===== src/sv/ipb_pkg.sv =====
// ipb_pkg: number format, fixed-point result type and saturating add
// for the interval polynomial bound block; no dependencies
`timescale 1ns / 1ps
`default_nettype none

package ipb_pkg;

  localparam int DATA_WIDTH = 32;
  localparam int FRAC_BITS  = 16;
  localparam int PROD_WIDTH = 2 * DATA_WIDTH;

  typedef logic signed [DATA_WIDTH-1:0] data_t;

  localparam data_t DATA_MAX = data_t'({1'b0, {(DATA_WIDTH-1){1'b1}}});
  localparam data_t DATA_MIN = data_t'({1'b1, {(DATA_WIDTH-1){1'b0}}});

  // value plus saturation flag from one product or sum
  typedef struct packed {
    logic  sat;
    data_t value;
  } fx_res_t;

  // saturating add, one guard bit
  function automatic fx_res_t sat_add(input data_t a, input data_t b);
    logic signed [DATA_WIDTH:0] s;
    fx_res_t r;
    s = {a[DATA_WIDTH-1], a} + {b[DATA_WIDTH-1], b};
    r.sat = s[DATA_WIDTH] != s[DATA_WIDTH-1];
    if (r.sat) begin
      r.value = s[DATA_WIDTH] ? DATA_MIN : DATA_MAX;
    end else begin
      r.value = s[DATA_WIDTH-1:0];
    end
    return r;
  endfunction

endpackage

`default_nettype wire


===== src/sv/ipb_fx_mul.sv =====
// ipb_fx_mul: signed fixed-point product, floor shift by the fraction
// width and saturation to the data range; depends on ipb_pkg
`timescale 1ns / 1ps
`default_nettype none

module ipb_fx_mul import ipb_pkg::*; (
  input  wire data_t   a,
  input  wire data_t   b,
  output fx_res_t      res
);

  logic signed [PROD_WIDTH-1:0] prod;
  logic signed [PROD_WIDTH-1:0] shifted;
  logic                         fits;

  always_comb begin
    prod    = PROD_WIDTH'(a) * PROD_WIDTH'(b);
    // arithmetic shift drops low bits, i.e. rounds toward minus infinity
    shifted = prod >>> FRAC_BITS;
    fits    = (&shifted[PROD_WIDTH-1:DATA_WIDTH-1]) || !(|shifted[PROD_WIDTH-1:DATA_WIDTH-1]);
    res.sat = !fits;
    if (fits) begin
      res.value = shifted[DATA_WIDTH-1:0];
    end else begin
      res.value = shifted[PROD_WIDTH-1] ? DATA_MIN : DATA_MAX;
    end
  end

endmodule

`default_nettype wire

===== config.mk =====
export PLATFORM = sky130hd
export DESIGN_NAME = ipb_fx_mul
export DESIGN_NICKNAME = d
export VERILOG_FILES = /design/src/sv/ipb_pkg.sv /design/src/sv/ipb_fx_mul.sv
export SDC_FILE = /design/constraint.sdc
export NUM_CORES = 2
export LEC_CHECK = 0
export BUFFER_PORTS_ARGS = -buffer_cell sky130_fd_sc_hd__clkbuf_2
export CAP_MARGIN = 15
export CORE_ASPECT_RATIO = 1.2
export CORE_MARGIN = 4
export CORE_UTILIZATION = 30
export DETAILED_ROUTE_END_ITERATION = 6
export PLACE_DENSITY_LB_ADDON = 0.05
export SYNTH_ARGS = -nofsm -noshare
export SYNTH_HDL_FRONTEND = slang
export SYNTH_SLANG_ARGS = --single-unit

===== constraint.sdc =====
create_clock -name vclk -period 14.52
set_input_delay 1.452 -clock vclk [all_inputs]
set_output_delay 1.452 -clock vclk [all_outputs]
set_load 0.02 [all_outputs]

==> flow_summary.yaml <==
floorplan:
  rows: 142
  die_y_um: 396
  ios: 97
  die_x_um: 332
  die-area_um2: 131000
  coreArea_um2: 125000
  initial_utilization_pct: 30.2
final_layout:
  drive_gt1_share_pct: 4.11
  fin_nets: 5320
  seq_cells: 0
  fillers: 13326
  seqCellArea_um2: 0
  synthToLayoutAreaGrowth_pct: 4.81
  layout_common_cells: "fa_1 (1081), inv_1 (934), nand2_1 (584)"
  final_common_cell: "fa_1"
  clockBufferCount: 0
  final_area_um2: 39500
  final_util_pct: 31.7
setup_path:
  startpoint_type: "input port"
  critPathSlowestCell: "fa_1"
  worstSetupEndpointType: "output port"
  cpPeakStageDelay_ns: 0.84
  cp_max_fo: 32
  cp_common_cell: "fa_1"
  path_class: "input port to output port"
  timing.critical_path.required_ns: 13.07
  crit_arrival_ns: 11.61
grt:
  grt_pass1_wl_um: 191000
  grt_pass1_vias: 31241
  antenna_found_initial: 1
  track_usage_pct: 18.8
  grt_max_degree: 53
  gr-total-overflow: 0
yosys:
  synth-compound-area-share_pct: 5.55
  yosys.area_share.simple_pct: 17.4
  synthMuxAreaShare_pct: 0.196
  yosysUniqueCellTypes: 72
  syn_area_per_cell_um2: 9.17
  synth_warnings: 0
  synthAdderAreaFrac_pct: 63.3
  synth_nets: 5440
  synth_xor_xnor_area_share_pct: 1.58
  synth_top_family_by_area: "adder cells"
  syn-cell-area_um2: 37700
  syn_inst: 4115
  yosysSeqAreaShare_pct: 0
timing:
  setup_ws_ns: 1.46
  period_share_pct: 90.0
  min_period_ns: 13.06
  final-hold-violation-count: 0
  rsz0062_at_grt: "no"
  fmax_mhz: 76.6
  final_max_slew_viol_count: 0
  fin_tns_setup_ns: 0
  setup_viol: 0
  maxSlewHeadroom_pct: 29.1
  worst_pin_slew_ns: 1.06
drt:
  routed_wl_um: 121000
  dr.pass1.iters: 6
  ant_nets: 0
  first_iter_violations: 909
  wl_per_cell_um: 21.5
  vias_per_cell: 4.70
  dr_total_vias: 26576
  drc: 0
flow_run:
  drv_cap: 0
min_path:
  worstHoldPathType: "input port to output port"
status:
  status: "complete, no violations"
placement:
  numPortBuffers: 97
  dpl_cell_area_um2: 39500
  pre_cts_slack_ns: 1.36
  finalWeightedCongestion: 0.873
  dp_hpwl_um: 105000
clock_tree:
  cts_setup_buffers: 0
  cts.repair.resized: 0
  hold_buffers: 0
[synthesized netlist by cell type, drive strengths merged (12+ instances only)]
library cell / instances / area, um2
nand3: 14 / 70.1
nand2: 584 / 2190
nor4b: 13 / 189
ha: 180 / 2250
nand4: 33 / 221
o21ai: 64 / 320
o22ai: 14 / 87.6
fa: 1081 / 21600
nand2b: 14 / 87.6
inv: 934 / 3510
nor2: 71 / 267
clkbuf: 219 / 822
o21bai: 12 / 90.1
xor2: 23 / 201
buf: 28 / 165
a21oi: 103 / 515
o41ai: 18 / 285
xnor2: 45 / 394
a211oi: 14 / 105
and2: 509 / 3180
[routing by layer]
metal  track usage [%]  wire length [um]  up-vias
li1                  -                 -    11771
met1              22.6             48300    14362
met2              37.2             67900      321
met3             0.722              1850      122
met4              3.89              3270        0
met5                 0                 0        -
[critical path, delay by kind of cell]
family	cells	cell delay [ns]
AO/OA/AOI/OAI	6	1.52
buffers and inverters	9	1.57
AND/OR/NAND/NOR	5	1.97
adder cells (fa/ha/maj)	9	5.01
[cells by family after synthesis]
family                     count (synthesis)
and+or+nand+nor                         1292
xor gates and xnor gates                  68
AOI/OAI and AO/OA                        306
muxes                                      7
buffers and inverters                   1181
adders and majority gates               1261
[stage by stage]
step                hold slack (ns)  instances
finish                         4.46       5650
detailed placement             4.50       5648
global route                   4.59       5649
global placement               4.51       5648
CTS                            4.50       5648
floorplan                      3.67       4115
[path summary, 6_finish.rpt]
check | from | end | slack [ns] | cells after the start
hold / removal | b[0] | res[4] | 4.46 | 11
setup / recovery | b[5] | res[24] | 1.46 | 29
[layout make-up]
cell class / count / area [um2] / area share, %
inverters: 934 / 3510 / 8.87
repair buffers: 125 / 708 / 1.79
well taps: 1656 / 2070 / 5.24
multi-input cells: 2934 / 33200 / 84.1
diodes: 1 / 2.50 / 0.00633
Power is left out: the tool's default activity adds up to more than one toggle a clock period on the data nets, which glitch-free logic cannot reach.
